===== src/hdl/rcsn_pkg.sv =====
`default_nettype none

package rcsn_pkg;

  // Field and register widths.
  localparam int PULSE_W     = 16;
  localparam int NORM_W      = 16;
  localparam int THR_NORM_W  = 15;
  localparam int DEADBAND_W  = 9;
  localparam int CFG_INDEX_W = 4;
  localparam int CFG_DATA_W  = 9;

  // Internal magnitude widths.
  localparam int STICK_MAG_W = 10;   // |p - 1500| for a plausible pulse, at most 600
  localparam int THR_MAG_W   = 11;   // p - 1000 for a plausible pulse, at most 1100
  localparam int Q_W         = 15;   // Q2.14 magnitude, 0..19660 before clamping

  // Pipeline depth from input register to output register.
  localparam int NUM_STAGES = 5;

  // Pulse limits in microseconds.
  localparam logic [PULSE_W-1:0] PULSE_MIN    = 16'd900;
  localparam logic [PULSE_W-1:0] PULSE_MAX    = 16'd2100;
  localparam logic [PULSE_W-1:0] STICK_CENTRE = 16'd1500;
  localparam logic [PULSE_W-1:0] THR_BASE     = 16'd1000;

  // Q2.14 full scale.
  localparam logic [Q_W-1:0] Q_ONE = 15'd16384;
  localparam logic signed [NORM_W-1:0] NORM_MAX = 16'sd16384;
  localparam logic signed [NORM_W-1:0] NORM_MIN = -16'sd16384;

  // Reciprocal scaling: floor(m * 4096 / 125) and floor(t * 2048 / 125) are
  // taken as (x * RECIP) >> RECIP_SHIFT. The rounding-up error of each
  // reciprocal stays below 1/125 over the whole input range, so the floor
  // is exact.
  localparam int RECIP_SHIFT    = 20;
  localparam int STICK_RECIP_W  = 26;
  localparam int THR_RECIP_W    = 25;
  localparam logic [STICK_RECIP_W-1:0] STICK_RECIP = 26'd34359739;
  localparam logic [THR_RECIP_W-1:0]   THR_RECIP   = 25'd17179870;

  // Cubic expo: x^3 / 2^28 in Q2.14.
  localparam int CUBE_SHIFT = 28;

  // Reset values of the configuration registers.
  localparam logic [DEADBAND_W-1:0] DEADBAND_RESET = 9'd10;
  localparam logic                  CUBIC_RESET    = 1'b1;

  // Configuration register indexes.
  typedef enum logic [CFG_INDEX_W-1:0] {
    CFG_DEADBAND_US = 4'd0,
    CFG_SHAPE_MODE  = 4'd1
  } cfg_index_t;

  // Live configuration seen by the lanes.
  typedef struct packed {
    logic [DEADBAND_W-1:0] deadband_us;
    logic                  cubic;
  } cfg_t;

  // Per-stage load enables from the pipeline control.
  typedef struct packed {
    logic [NUM_STAGES-1:0] load;
  } stage_ctrl_t;

endpackage

`default_nettype wire


===== src/hdl/rcsn_thr_lane.sv =====
`default_nettype none

// Throttle lane: range check, offset from the base, reciprocal scale and
// clamp, then two delay stages so that it lines up with the stick lanes.
module rcsn_thr_lane (
  input  wire logic                               clk,
  input  wire rcsn_pkg::stage_ctrl_t              ctrl,
  input  wire logic [rcsn_pkg::PULSE_W-1:0]       pulse,
  output logic [rcsn_pkg::THR_NORM_W-1:0]         norm
);

  localparam int PROD_W = rcsn_pkg::THR_MAG_W + rcsn_pkg::THR_RECIP_W;

  logic                               in_range;
  logic                               below_base;
  logic [rcsn_pkg::PULSE_W-1:0]       offset;

  logic [rcsn_pkg::THR_MAG_W-1:0]     s1_t;
  logic                               s1_zero;

  logic [PROD_W-1:0]                  prod;
  logic [rcsn_pkg::Q_W-1:0]           s2_q;
  logic                               s2_zero;

  logic [rcsn_pkg::Q_W-1:0]           s3_val;
  logic [rcsn_pkg::Q_W-1:0]           s4_val;

  // Stage 1: plausibility and offset from 1000 us; below that is minimum.
  always_comb begin
    in_range   = (pulse >= rcsn_pkg::PULSE_MIN) && (pulse <= rcsn_pkg::PULSE_MAX);
    below_base = pulse < rcsn_pkg::THR_BASE;
    offset     = pulse - rcsn_pkg::THR_BASE;
  end

  always_ff @(posedge clk) begin
    if (ctrl.load[0]) begin
      s1_t    <= offset[rcsn_pkg::THR_MAG_W-1:0];
      s1_zero <= !in_range || below_base;
    end
  end

  // Stage 2: scale by 16384/1000 through the reciprocal.
  assign prod = s1_t * rcsn_pkg::THR_RECIP;

  always_ff @(posedge clk) begin
    if (ctrl.load[1]) begin
      s2_q    <= prod[rcsn_pkg::RECIP_SHIFT + rcsn_pkg::Q_W - 1 : rcsn_pkg::RECIP_SHIFT];
      s2_zero <= s1_zero;
    end
  end

  // Stage 3: clamp to full scale.
  always_ff @(posedge clk) begin
    if (ctrl.load[2]) begin
      if (s2_zero) begin
        s3_val <= '0;
      end else if (s2_q > rcsn_pkg::Q_ONE) begin
        s3_val <= rcsn_pkg::Q_ONE;
      end else begin
        s3_val <= s2_q;
      end
    end
  end

  // Stages 4 and 5: delay to match the cube path.
  always_ff @(posedge clk) begin
    if (ctrl.load[3]) begin
      s4_val <= s3_val;
    end
    if (ctrl.load[4]) begin
      norm <= s4_val;
    end
  end

endmodule

`default_nettype wire


===== config.mk =====
export PLATFORM = sky130hd
export DESIGN_NAME = rcsn_thr_lane
export DESIGN_NICKNAME = d
export VERILOG_FILES = /design/src/hdl/rcsn_pkg.sv /design/src/hdl/rcsn_thr_lane.sv
export SDC_FILE = /design/constraint.sdc
export NUM_CORES = 1
export LEC_CHECK = 0
export ABC_AREA = 0
export BUFFER_PORTS_ARGS = -buffer_cell sky130_fd_sc_hd__buf_2
export CAP_MARGIN = 10
export CORE_MARGIN = 10
export CORE_UTILIZATION = 45
export DETAILED_ROUTE_END_ITERATION = 7
export PLACE_DENSITY = 0.62
export SETUP_SLACK_MARGIN = 0.05
export SYNTH_ARGS = -nofsm -noshare
export SYNTH_HDL_FRONTEND = slang
export SYNTH_SLANG_ARGS = --single-unit

===== constraint.sdc =====
create_clock -name clk -period 8.45 [get_ports clk]
set_input_delay 0.845 -clock clk [delete_from_list [all_inputs] [get_ports clk]]
set_output_delay 0.845 -clock clk [all_outputs]
set_load 0.05 [all_outputs]

Yosys cells after proc, flatten, opt, wreduce, memory -nomap -nowiden

Cells that the tools add are included.

Bits in registers: 73
Bits of input ports: 22
Output and inout bits: 15
Logic and storage cells: 19

Add/subtract/negate cells: 1
Multiply operators: 1
$lt $le $gt $ge: 4
Multiplexer cells: 1
Reductions and logical operators: 4

Operator list:

| kind                     | count |
|---|---|
| $mul A11 B24 Y34 const B | 1 |
| $ge A16 B10 Y1 const B   | 1 |
| $le A16 B12 Y1 const B   | 1 |
| $lt A16 B10 Y1 const B   | 1 |
| $gt A15 B15 Y1 const B   | 1 |
| $mux W15                 | 1 |
| $sub A11 B10 Y11 const B | 1 |
| $reduce_or A2 Y1         | 1 |
| $logic_and A1 B1 Y1      | 1 |
| $logic_not A1 Y1         | 1 |
| $logic_or A1 B1 Y1       | 1 |

Depth between registers and ports, before layout

Depth in word-level cells: 4
Gate-level depth with buffers: 18
Depth with buffers taken out: 18

Least setup slack after synthesis

No wires, ideal clock.

Path type: register to register
Start: register s1_t[8] (netlist bit)
End: register s2_q[14] (netlist bit) (data pin)
Library setup time: 0.265 ns
Data arrival time: 4.982 ns
Required time: 8.185 ns
Slack: 3.203 ns
Cell stages (with the launch flop): 18
Path buffers: 0
Clock period less this slack: 5.247 ns
Cell sequence: edfxtp_1 > fa_1 > inv_1 > fa_1 > fa_1 > inv_1 > fa_1 > inv_1 > fa_1 > inv_1 > ha_1 > a21oi_2 > nand2_1 > a221o_1 > a32o_1 > or3_4 > a31oi_4 > xnor2_1

Cells in the longest elaborated chain, start to end: 1

RTL lines:

| element                | line                | source |
|---|---|---|
| start, declared        | rcsn_thr_lane.sv:18 | `logic [rcsn_pkg::THR_MAG_W-1:0] s1_t;` |
| start signal, assigned | rcsn_thr_lane.sv:37 | `s1_t <= offset[rcsn_pkg::THR_MAG_W-1:0];` |
| $mul A11 B24 Y34       | rcsn_thr_lane.sv:43 | `assign prod = s1_t * rcsn_pkg::THR_RECIP;` |
| named net prod[34]     | rcsn_thr_lane.sv:21 | `logic [PROD_W-1:0] prod;` |
| end signal, assigned   | rcsn_thr_lane.sv:47 | `s2_q <= prod[rcsn_pkg::RECIP_SHIFT + rcsn_pkg::Q_W - 1 : rcsn_pkg::RECIP_SHIFT];` |
| end, declared          | rcsn_thr_lane.sv:22 | `logic [rcsn_pkg::Q_W-1:0] s2_q;` |

The timed path passes the listed nets, and every way through them passes these cells.
A chain may end at the register's enable or synchronous reset.

Worst setup path after layout

Start: register s1_t[9] (netlist bit)
End: register s2_q[14] (netlist bit) (data pin)

The elaborated chain is that of the path after synthesis.

==> flow_summary.ini <==
[yosys]
postSynthNetCount = 740
yosysTopAreaCellShare = 0.350
synth_seq_cells = 73
ys.flop_type = edfxtp_1
synth_cell_types = 46
yosysWarnings = 0
synthTopCellsByCount = inv_1 (128), ha_1 (106), edfxtp_1 (73), fa_1 (54), a21oi_1 (32)
synth_area_um2 = 6270
yosysSeqAreaShare = 0.350
synth_area_leaders = edfxtp_1 (35%), ha_1 (21%), fa_1 (17%)
synth_edf_count = 73
syn_avg_cell_area_um2 = 11.2
netlist_instances = 558
synth_most_common_cell = inv_1
ys_async_sr_fraction = 0
yosysTopAreaCell = edfxtp_1

[routing]
via_per_inst = 5.13
finalWirelength_um = 12400
drt_iter0_drc = 158
dr.pass1.iters = 4
wire_per_inst_um = 15.8
dr_total_vias = 4022
drtAntennaViolNets = 0
drc_errors = 0

[cells_and_area]
num_antenna_cells = 0
fin_util = 0.508
fin_nets = 781
area_growth_pct = 11.6
drive_gt1_frac = 0.0944
fin_area_um2 = 7000

[grt]
grt_max_degree = 17
grt_pass1_vias = 4291
antenna_found_initial = 0
gr-total-overflow = 0
grtUsageTotal = 0.132
grt_pass1_wl_um = 20900

[critical_path]
crit_type = flop to flop
end_kind = flop
cp.required_ns = 8.51
critPathMaxFanout = 10
critical_path.startpoint_type = flop
arrival_ns = 5.68

[cts]
clkSlewWorstSetupHoldPaths_ns = 0.06
cts.repair.resized = 0
cts.path.max_buffers = 2
h-tree-depth = 3
clock_sinks = 73
clk_latency_ns = 0.33
post_cts_buffers = 0
cts_tree = built
hold_buffers = 0
cts-root-buf = clkbuf_16
numCtsBuffers = 9

[floorplan]
io_pins = 37
core_um2 = 13800
dieHeight_um = 138
rows = 43
fp.dieW_um = 138
initial_core_util = 0.455
dieArea_um2 = 19100

[timing]
rsz0062_at_grt = false
fmax_ghz = 0.178
period_minus_slack_ns = 5.62
slew_viol_final = 0
tightest_slew_ns = 0.701
fin_crit_sh = 0.665
slew_headroom = 0.533
hold_violations = 0
skew_ns = 0.00588
setup_tns_ns = 0
setup_viol = 0

[power]
powerDensity_nw_per_um2 = 393
irDropWorstVdd_v = 0.000158
total_leakage_power_nw = 3.33

[placement]
dp_hpwl_um = 10600
gp_congestion = 0.955
numPortBuffers = 36
placed_cell_area_um2 = 6650

[flow_run]
maxCapViolCount = 0

[hold_path]
hp-class = flop to flop

[outcome]
outcome = finished clean
## area by class of cell
class                   instances  area [um^2]
flip-flops and latches         73         2190
clock inverters                 6          115
repair buffers                 36          180
clock buffers                  10          229
multi-input cells             351         3580
inverters                     128          480
well taps                     180          225
fillers                      1257         6780
## flip-flops by register name, summed over array words and instances (netlist names)
| name | cells |
|---|---|
| s4_val | 15 |
| s3_val | 15 |
| s2_q | 15 |
| s1_t | 11 |
| s2_zero | 1 |
| s1_zero | 1 |
| norm | 15 |
## final timing paths
kind / startpoint / endpoint / slack [ns] / cells after the start
max reg2reg: s1_t[9] / s2_q[14] / 2.83 / 17
max: s1_t[9] / s2_q[14] / 2.83 / 17
min: s3_val[2] / s4_val[2] / 0.41 / 0
min reg2reg: s3_val[2] / s4_val[2] / 0.41 / 0
## stage by stage
step           worst slack (ns)  total power, W  hold slack [ns]  std cells
6_report                   2.83         0.00275            0.413        784
4_1_cts                    2.82         0.00276            0.414        784
3_5_place_dp               2.83         0.00230            0.405        768
2_1_floorplan              3.20         0.00187            0.400        558
5_1_grt                    2.53         0.00306            0.415        784
3_3_place_gp               2.92         0.00228            0.402        768
## cells by family after synthesis
family	count (synthesis)	share of synthesized area
buffers and inverters	134	0.0802
AOI/OAI and AO/OA	86	0.0898
xor gates and xnor gates	21	0.0293
adders and majority gates	160	0.384
DFF	73	0.350
and+or+nand+nor	84	0.0672
## critical path, cell delays in order (launching register included)
cell      delay, ns
edfxtp_1       0.58
fa_1           0.65
inv_1          0.08
fa_1           0.42
fa_1           0.53
inv_1          0.06
fa_1           0.54
inv_1          0.06
fa_1           0.53
inv_1          0.04
ha_1           0.36
a21oi_2        0.18
nand2_1        0.07
a221o_1        0.40
a32o_1         0.27
or3_4          0.36
a31oi_4        0.16
xnor2_1        0.08
## placed cells by master, fill, tap and decap left out, drive strengths merged, types with 6 or more instances in the layout
| cell type | n |
|---|---|
| clkbuf | 10 |
| xnor2 | 14 |
| edfxtp | 73 |
| ha | 106 |
| xor2 | 7 |
| nand2 | 22 |
| nor4 | 6 |
| buf | 36 |
| o21ai | 17 |
| nor2 | 19 |
| and2 | 14 |
| nand4 | 6 |
| inv | 129 |
| fa | 54 |
| a21oi | 33 |
## per-layer routing
metal  part of all wire  track usage  routed length, um
met1               0.44        0.161               5470
met5                  0            0                  0
met3              0.036       0.0312                450
met4              0.013       0.0294                159
met2               0.51        0.230               6290
## report_power, final
group | switching [W] | internal [W]
logic | 0.00107 | 0.000720
registers | 0.0000356 | 0.000497
clock network | 0.000138 | 0.000290
total | 0.00124 | 0.00151
No activity file was read; power rests on OpenSTA's default activity.
