File: src/hdl/rcsn_pkg.sv
`default_nettype none

package rcsn_pkg;

  // Field and register widths.
  localparam int PULSE_W     = 16;
  localparam int NORM_W      = 16;
  localparam int THR_NORM_W  = 15;
  localparam int DEADBAND_W  = 9;
  localparam int CFG_INDEX_W = 4;
  localparam int CFG_DATA_W  = 9;

  // Internal magnitude widths.
  localparam int STICK_MAG_W = 10;   // |p - 1500| for a plausible pulse, at most 600
  localparam int THR_MAG_W   = 11;   // p - 1000 for a plausible pulse, at most 1100
  localparam int Q_W         = 15;   // Q2.14 magnitude, 0..19660 before clamping

  // Pipeline depth from input register to output register.
  localparam int NUM_STAGES = 5;

  // Pulse limits in microseconds.
  localparam logic [PULSE_W-1:0] PULSE_MIN    = 16'd900;
  localparam logic [PULSE_W-1:0] PULSE_MAX    = 16'd2100;
  localparam logic [PULSE_W-1:0] STICK_CENTRE = 16'd1500;
  localparam logic [PULSE_W-1:0] THR_BASE     = 16'd1000;

  // Q2.14 full scale.
  localparam logic [Q_W-1:0] Q_ONE = 15'd16384;
  localparam logic signed [NORM_W-1:0] NORM_MAX = 16'sd16384;
  localparam logic signed [NORM_W-1:0] NORM_MIN = -16'sd16384;

  // Reciprocal scaling: floor(m * 4096 / 125) and floor(t * 2048 / 125) are
  // taken as (x * RECIP) >> RECIP_SHIFT. The rounding-up error of each
  // reciprocal stays below 1/125 over the whole input range, so the floor
  // is exact.
  localparam int RECIP_SHIFT    = 20;
  localparam int STICK_RECIP_W  = 26;
  localparam int THR_RECIP_W    = 25;
  localparam logic [STICK_RECIP_W-1:0] STICK_RECIP = 26'd34359739;
  localparam logic [THR_RECIP_W-1:0]   THR_RECIP   = 25'd17179870;

  // Cubic expo: x^3 / 2^28 in Q2.14.
  localparam int CUBE_SHIFT = 28;

  // Reset values of the configuration registers.
  localparam logic [DEADBAND_W-1:0] DEADBAND_RESET = 9'd10;
  localparam logic                  CUBIC_RESET    = 1'b1;

  // Configuration register indexes.
  typedef enum logic [CFG_INDEX_W-1:0] {
    CFG_DEADBAND_US = 4'd0,
    CFG_SHAPE_MODE  = 4'd1
  } cfg_index_t;

  // Live configuration seen by the lanes.
  typedef struct packed {
    logic [DEADBAND_W-1:0] deadband_us;
    logic                  cubic;
  } cfg_t;

  // Per-stage load enables from the pipeline control.
  typedef struct packed {
    logic [NUM_STAGES-1:0] load;
  } stage_ctrl_t;

endpackage

`default_nettype wire

File: src/hdl/rcsn_stick_lane.sv
`default_nettype none

// One roll, pitch or yaw lane: range check and deadband, reciprocal scale,
// clamp, square, cube and sign. Five register stages.
module rcsn_stick_lane (
  input  wire logic                               clk,
  input  wire rcsn_pkg::stage_ctrl_t              ctrl,
  input  wire rcsn_pkg::cfg_t                     cfg,
  input  wire logic [rcsn_pkg::PULSE_W-1:0]       pulse,
  output logic signed [rcsn_pkg::NORM_W-1:0]      norm
);

  localparam int PROD_W = rcsn_pkg::STICK_MAG_W + rcsn_pkg::STICK_RECIP_W;
  localparam int SQ_W   = 2 * rcsn_pkg::Q_W;
  localparam int CUBE_W = 3 * rcsn_pkg::Q_W;

  logic                               in_range;
  logic                               below;
  logic [rcsn_pkg::PULSE_W-1:0]       mag_full;
  logic                               in_band;

  logic [rcsn_pkg::STICK_MAG_W-1:0]   s1_mag;
  logic                               s1_neg;
  logic                               s1_zero;

  logic [PROD_W-1:0]                  prod;
  logic [rcsn_pkg::Q_W-1:0]           s2_q;
  logic                               s2_neg;
  logic                               s2_zero;

  logic [rcsn_pkg::Q_W-1:0]           s3_mag;
  logic                               s3_neg;

  logic [SQ_W-1:0]                    sq;
  logic [SQ_W-1:0]                    s4_sq;
  logic [rcsn_pkg::Q_W-1:0]           s4_mag;
  logic                               s4_neg;

  logic [CUBE_W-1:0]                  cube;
  logic [rcsn_pkg::Q_W-1:0]           shaped;
  logic [rcsn_pkg::NORM_W-1:0]        mag_ext;

  // Stage 1: plausibility, distance from centre and deadband.
  always_comb begin
    in_range = (pulse >= rcsn_pkg::PULSE_MIN) && (pulse <= rcsn_pkg::PULSE_MAX);
    below    = pulse < rcsn_pkg::STICK_CENTRE;
    mag_full = below ? (rcsn_pkg::STICK_CENTRE - pulse) : (pulse - rcsn_pkg::STICK_CENTRE);
    in_band  = mag_full <= {{(rcsn_pkg::PULSE_W - rcsn_pkg::DEADBAND_W){1'b0}},
                            cfg.deadband_us};
  end

  always_ff @(posedge clk) begin
    if (ctrl.load[0]) begin
      s1_mag  <= mag_full[rcsn_pkg::STICK_MAG_W-1:0];
      s1_neg  <= below;
      s1_zero <= !in_range || in_band;
    end
  end

  // Stage 2: scale by 16384/500 through the reciprocal.
  assign prod = s1_mag * rcsn_pkg::STICK_RECIP;

  always_ff @(posedge clk) begin
    if (ctrl.load[1]) begin
      s2_q    <= prod[rcsn_pkg::RECIP_SHIFT + rcsn_pkg::Q_W - 1 : rcsn_pkg::RECIP_SHIFT];
      s2_neg  <= s1_neg;
      s2_zero <= s1_zero;
    end
  end

  // Stage 3: clamp to full scale and apply the zero cases.
  always_ff @(posedge clk) begin
    if (ctrl.load[2]) begin
      if (s2_zero) begin
        s3_mag <= '0;
      end else if (s2_q > rcsn_pkg::Q_ONE) begin
        s3_mag <= rcsn_pkg::Q_ONE;
      end else begin
        s3_mag <= s2_q;
      end
      s3_neg <= s2_neg;
    end
  end

  // Stage 4: square of the magnitude.
  assign sq = s3_mag * s3_mag;

  always_ff @(posedge clk) begin
    if (ctrl.load[3]) begin
      s4_sq  <= sq;
      s4_mag <= s3_mag;
      s4_neg <= s3_neg;
    end
  end

  // Stage 5: cube, shape select and sign.
  always_comb begin
    cube    = s4_sq * s4_mag;
    shaped  = cfg.cubic ?
              cube[rcsn_pkg::CUBE_SHIFT + rcsn_pkg::Q_W - 1 : rcsn_pkg::CUBE_SHIFT] : s4_mag;
    mag_ext = {1'b0, shaped};
  end

  always_ff @(posedge clk) begin
    if (ctrl.load[4]) begin
      norm <= s4_neg ? -mag_ext : mag_ext;
    end
  end

endmodule

`default_nettype wire

File: config.mk
export PLATFORM = sky130hd
export DESIGN_NAME = rcsn_stick_lane
export DESIGN_NICKNAME = d
export VERILOG_FILES = /design/src/hdl/rcsn_pkg.sv /design/src/hdl/rcsn_stick_lane.sv
export SDC_FILE = /design/constraint.sdc
export NUM_CORES = 2
export LEC_CHECK = 0
export BUFFER_PORTS_ARGS = -buffer_cell sky130_fd_sc_hd__buf_2
export CORE_MARGIN = 5
export CORE_UTILIZATION = 63
export DETAILED_ROUTE_END_ITERATION = 10
export PLACE_DENSITY = 0.88
export SLEW_MARGIN = 40
export SYNTH_ARGS = -nofsm -noshare
export SYNTH_HDL_FRONTEND = slang
export SYNTH_SLANG_ARGS = --single-unit
File: constraint.sdc
create_clock -name clk -period 9.74 [get_ports clk]
set_clock_uncertainty 0.1 [all_clocks]
set_input_delay 2.922 -clock clk [delete_from_list [all_inputs] [get_ports clk]]
set_output_delay 2.922 -clock clk [all_outputs]
set_load 0.05 [all_outputs]
After elaboration in Yosys (flattened, before gate mapping)
Cells that the tools add are included.
Widths: inputs -> output; s select.
{"block": "op_classes", "shifts": 0, "mul": 3, "n_reduce_logical": 4, "muxes": 4, "eq_ne": 0, "bitwise_logic": 0, "magnitude_cmp": 5, "add_sub_neg": 3, "div": 0}
{"cell": "$mux 15", "count": 3}
{"cell": "$mul 30x15->43", "count": 1}
{"cell": "$mul 10x26->35 const B", "count": 1}
{"cell": "$mul 15x15->30", "count": 1}
{"cell": "$ge 16x10->1 const B", "count": 1}
{"cell": "$le 16x12->1 const B", "count": 1}
{"cell": "$le 16x9->1", "count": 1}
{"cell": "$lt 16x11->1 const B", "count": 1}
{"cell": "$mux 16", "count": 1}
{"cell": "$neg 15->16", "count": 1}
{"cell": "$sub 11x16->16 const A", "count": 1}
{"cell": "$sub 16x11->16 const B", "count": 1}
{"cell": "$gt 15x15->1 const B", "count": 1}
{"cell": "$reduce_or 2->1", "count": 1}
{"cell": "$logic_and 1x1->1", "count": 1}
{"cell": "$logic_not 1->1", "count": 1}
{"cell": "$logic_or 1x1->1", "count": 1}
{"block": "totals", "ff_bits": 107, "ramBits": 0, "output_inout_bits": 16, "mem_bits_ro": 0, "memories": 0, "latch_bits": 0}

Longest topological paths before layout
{"block": "logic_depth", "word_depth": 4, "mapped_depth": 29, "ltp_nobuf": 27}

Worst setup path before layout
OpenSTA, ideal clock, no wires.
{"block": "synth_path", "path_type": "register -> register", "startpoint": "reg s4_mag[1] in the netlist's numbering", "endpoint": "reg norm[12] in the netlist's numbering, data pin", "stages_incl_launch_ff": 28, "t_required_ps": 9371, "setup_ps": 269, "slack_ps": 2593, "t_arrival_ps": 6779, "path_cell_list": "edfxtp_1 > clkbuf_1 > clkbuf_1 > and2_1 > fa_1 > inv_1 > fa_1 > inv_1 > fa_1 > fa_1 > fa_1 > inv_1 > fa_1 > inv_1 > ha_1 > o21ai_1 > o21a_1 > or3_1 > a2111oi_2 > nor3b_1 > xnor2_1 > mux2i_1 > ha_1 > inv_1 > a2111oi_4 > nand4_2 > o31ai_1 > xor2_1"}
{"block": "synth_between", "elab_chain_cells": 4}
{"element": "from (decl)", "line": "rcsn_stick_lane.sv:36", "text": "logic [rcsn_pkg::Q_W-1:0] s4_mag;"}
{"element": "from (signal assigned)", "line": "rcsn_stick_lane.sv:91", "text": "s4_mag <= s3_mag;"}
{"element": "$mul 30x15->43", "line": "rcsn_stick_lane.sv:98", "text": "cube = s4_sq * s4_mag;"}
{"element": "$mux 15 *", "line": "rcsn_stick_lane.sv:99", "text": "shaped = cfg.cubic ?"}
{"element": "$neg 15->16", "line": "rcsn_stick_lane.sv:106", "text": "norm <= s4_neg ? -mag_ext : mag_ext;"}
{"element": "$mux 15 *", "line": "rcsn_stick_lane.sv:106"}
{"element": "to (signal assigned)", "line": "rcsn_stick_lane.sv:106"}
{"element": "to (decl)", "line": "rcsn_stick_lane.sv:10", "text": "output logic signed [rcsn_pkg::NORM_W-1:0] norm"}
Every way passes the cells marked *; elsewhere a longest branch is shown, timed or not.
A chain may end at the register's enable or synchronous reset.

Worst setup path in the final report
{"block": "layout_path", "startpoint": "reg s4_mag[7] in the netlist's numbering", "endpoint": "reg norm[12] in the netlist's numbering, data pin"}
The elaborated chain is that of the path after synthesis.

==> metrics <==
placeable core region 0.0432 sq mm; number of buffers inserted for hold repair after clock tree synthesis 0; Crit Path Category reg -> reg; die width 219 um; Clock Tree Buf Depth 2; Worst Hold Class reg -> reg; final-layout setup total negative slack 0 ns; slew at the pin closest to its max-slew limit 0.846 ns; vias in the first global route 23,417; Synth Area in XOR/XNOR 2.45%; post-CTS sizing 0; sort of element at the start of the critical path flip-flop; RSZ-0062 raised after global routing no; DR WL met3 3870 um; # Max-Cap Violations 0; simple-gate portion of the synthesized area 15.3%; Synth warnings 0; DR top layer met4; number of flip-flops and latches in the synthesized netlist 105; starting density of the core 63.8%; count of unique library cells instantiated by Yosys 72; number of antenna-violating nets in the routed design 0; Final Hold Viols 0; Final period util 83.0%; relative area change from synthesis to final layout 4.23%; combinational family with the most area after synthesis adder cells; DR vias/cell 5.82; met1 wire length 23,100 um; total overflow reported by the global router 0; Std-Cell Rows 76; number of pins exceeding their max-slew limit in the final report 0; vias after detailed routing 20,317; CTS root buffer clkbuf_16; Slowest cell on crit path edfxtp_1; num ports 48; mapped cell area 0.0275 sq mm; pin count of the biggest net entering global routing 45; number of sinks driven by the clock tree 105; Critical Path RT 9.74 ns; Crit path top cell by count fa_1; routed length per placed instance 18.3 um; Max-Slew Margin vs Limit 43.6%; H-tree depth reported by CTS 3; Total Die Area 0.0480 sq mm; number of failing setup endpoints in the final timing report 0; Worst EP arrival 8.09 ns; longest individual stage delay on the worst path 0.77 ns; HPWL Detailed 52,200 um; layout cells sized above 1 3.75%; Worst Setup End Kind flip-flop; Post-layout nets 3,784; CTS tree done; antenna violations before repair 1; Detailed Route WL 63,800 um; first-pass GRT wire length 109,000 um; Post-CTS Setup Bufs 0; First DRT Iteration DRCs 1,419; average footprint of a synthesized cell 9.42 sq um; GP Congestion 0.917; Pre-Repair DR Iteration Count 6; Fmax achieved 124 MHz; sequential area share after synthesis 11.4%; Synth Area in Compound Gates 6.40%; worst-path fanout max 20; fraction of synthesized area in multiplexers 0.495%; cell family with most CP delay adder cells; EDFF count, synth 105; routed length on met2 33,400 um; post-detailed-route DRC marker count 0; Async S/R FF share, synth 0%; global routing usage summed across all routing layers 27.9%; final period demand of the worst path 8.09 ns; result of the run finished, final reports clean; buffers and inverters on the worst path 5; Filler cells 3,155; hold slack 0.343 ns; Adder-Cell Fraction of Synth Area 53.4%; clock slew at the register clock pins of the worst setup and hold paths 0.09 ns; die height 219 um; Inserted Clock Buffers 9; most instantiated flip-flop cell in the synthesis netlist edfxtp_1; clk_lat worst skew 0.37 ns; IO Port Bufs 47; number of instances in the synthesized netlist 2,923
layer usage:
metal	GRT usage, %	vias to the layer above
met2	51.3	873
met1	32.0	10227
met4	13.7	0
li1	-	8929
met5	0	-
met3	3.70	288
path summary, 6_finish.rpt:
kind | from | to | slack, ns | cells past startpoint
max | s4_mag[7]$_DFFE_PP_ | norm[12]$_DFFE_PP_ | 1.65 | 25
min | s3_neg$_DFFE_PP_ | s4_neg$_DFFE_PP_ | 0.34 | 0
max reg2reg | s4_mag[7]$_DFFE_PP_ | norm[12]$_DFFE_PP_ | 1.65 | 25
min reg2reg | s3_neg$_DFFE_PP_ | s4_neg$_DFFE_PP_ | 0.34 | 0
area by class of cell:
type	instances	area [sq um]	area share [%]
Multi-Input combinational cell	2052	21500	74.9
Sequential cell	105	3150	11.0
Inverter	666	2500	8.71
Tap cell	585	732	2.55
Timing Repair Buffer	68	479	1.67
Clock buffer	9	225	0.785
Clock inverter	7	103	0.357
Antenna cell	1	2.50	0.00872
synth_stat cells (all sizes together) (6+ instances only):
cell	instances	share of area (%)
inv	664	9.1
fa	543	39
nand2	330	4.5
ha	307	14
and2	290	6.6
edfxtp	105	11
clkbuf	101	1.4
a21oi	87	1.6
nor2	75	1.0
o21ai	63	1.2
xnor2	50	1.6
nor3	30	0.55
xor2	27	0.86
nand3	23	0.42
nand4	19	0.45
a21o	17	0.46
o21a	15	0.41
nor2b	14	0.32
a211oi	12	0.36
o21bai	12	0.33
o31ai	10	0.29
mux2i	9	0.37
and3	8	0.18
nand2b	8	0.18
a31oi	6	0.14
nand3b	6	0.16
nor4	6	0.16
nor4b	6	0.19
or2	6	0.14
cell families (layout without fill, tap and decap cells):
| group | after synthesis | count (layout) |
|---|---|---|
| DFF | 105 | 105 |
| AOI/OAI and AO/OA | 271 | 271 |
| and+or+nand+nor | 836 | 836 |
| buffers and inverters | 770 | 750 |
| other | 2 | 7 |
| muxes | 12 | 12 |
| xor gates and xnor gates | 77 | 77 |
| adders and majority gates | 850 | 850 |
metrics by stage:
stage	area, sq um	std cells	worst slack, ns	util (%)
2_1_floorplan	27600	2927	2.59	-
3_3_place_gp	28100	3457	1.72	65.2
3_5_place_dp	28300	3472	1.52	65.6
4_1_cts	28700	3488	1.48	66.4
5_1_grt	28700	3493	1.19	66.5
6_report	28700	3493	1.65	66.5
placed cells by master, fill, tap and decap left out, drive strengths merged, types with 14 or more instances in the layout:
| cell type | netlist | layout |
|---|---|---|
| inv | 664 | 667 |
| fa | 543 | 543 |
| nand2 | 330 | 330 |
| ha | 307 | 307 |
| and2 | 290 | 290 |
| edfxtp | 105 | 105 |
| a21oi | 87 | 87 |
| nor2 | 75 | 75 |
| buf | 3 | 68 |
| o21ai | 63 | 63 |
| xnor2 | 50 | 50 |
| nor3 | 30 | 30 |
| xor2 | 27 | 27 |
| nand3 | 23 | 23 |
| nand4 | 19 | 19 |
| a21o | 17 | 17 |
| o21a | 15 | 15 |
| nor2b | 14 | 14 |
registers in the layout, summed over array words and instances (netlist names):
signal and flops:
s2_neg 1, s4_sq 29, s1_neg 1, s1_mag 10, s2_zero 1, norm 16
s3_mag 15, s4_mag 14, s2_q 15, s1_zero 1, s3_neg 1, s4_neg 1
Power is not shown: default switching activity piles up to over one toggle a cycle in this logic, so the estimate is an artifact.
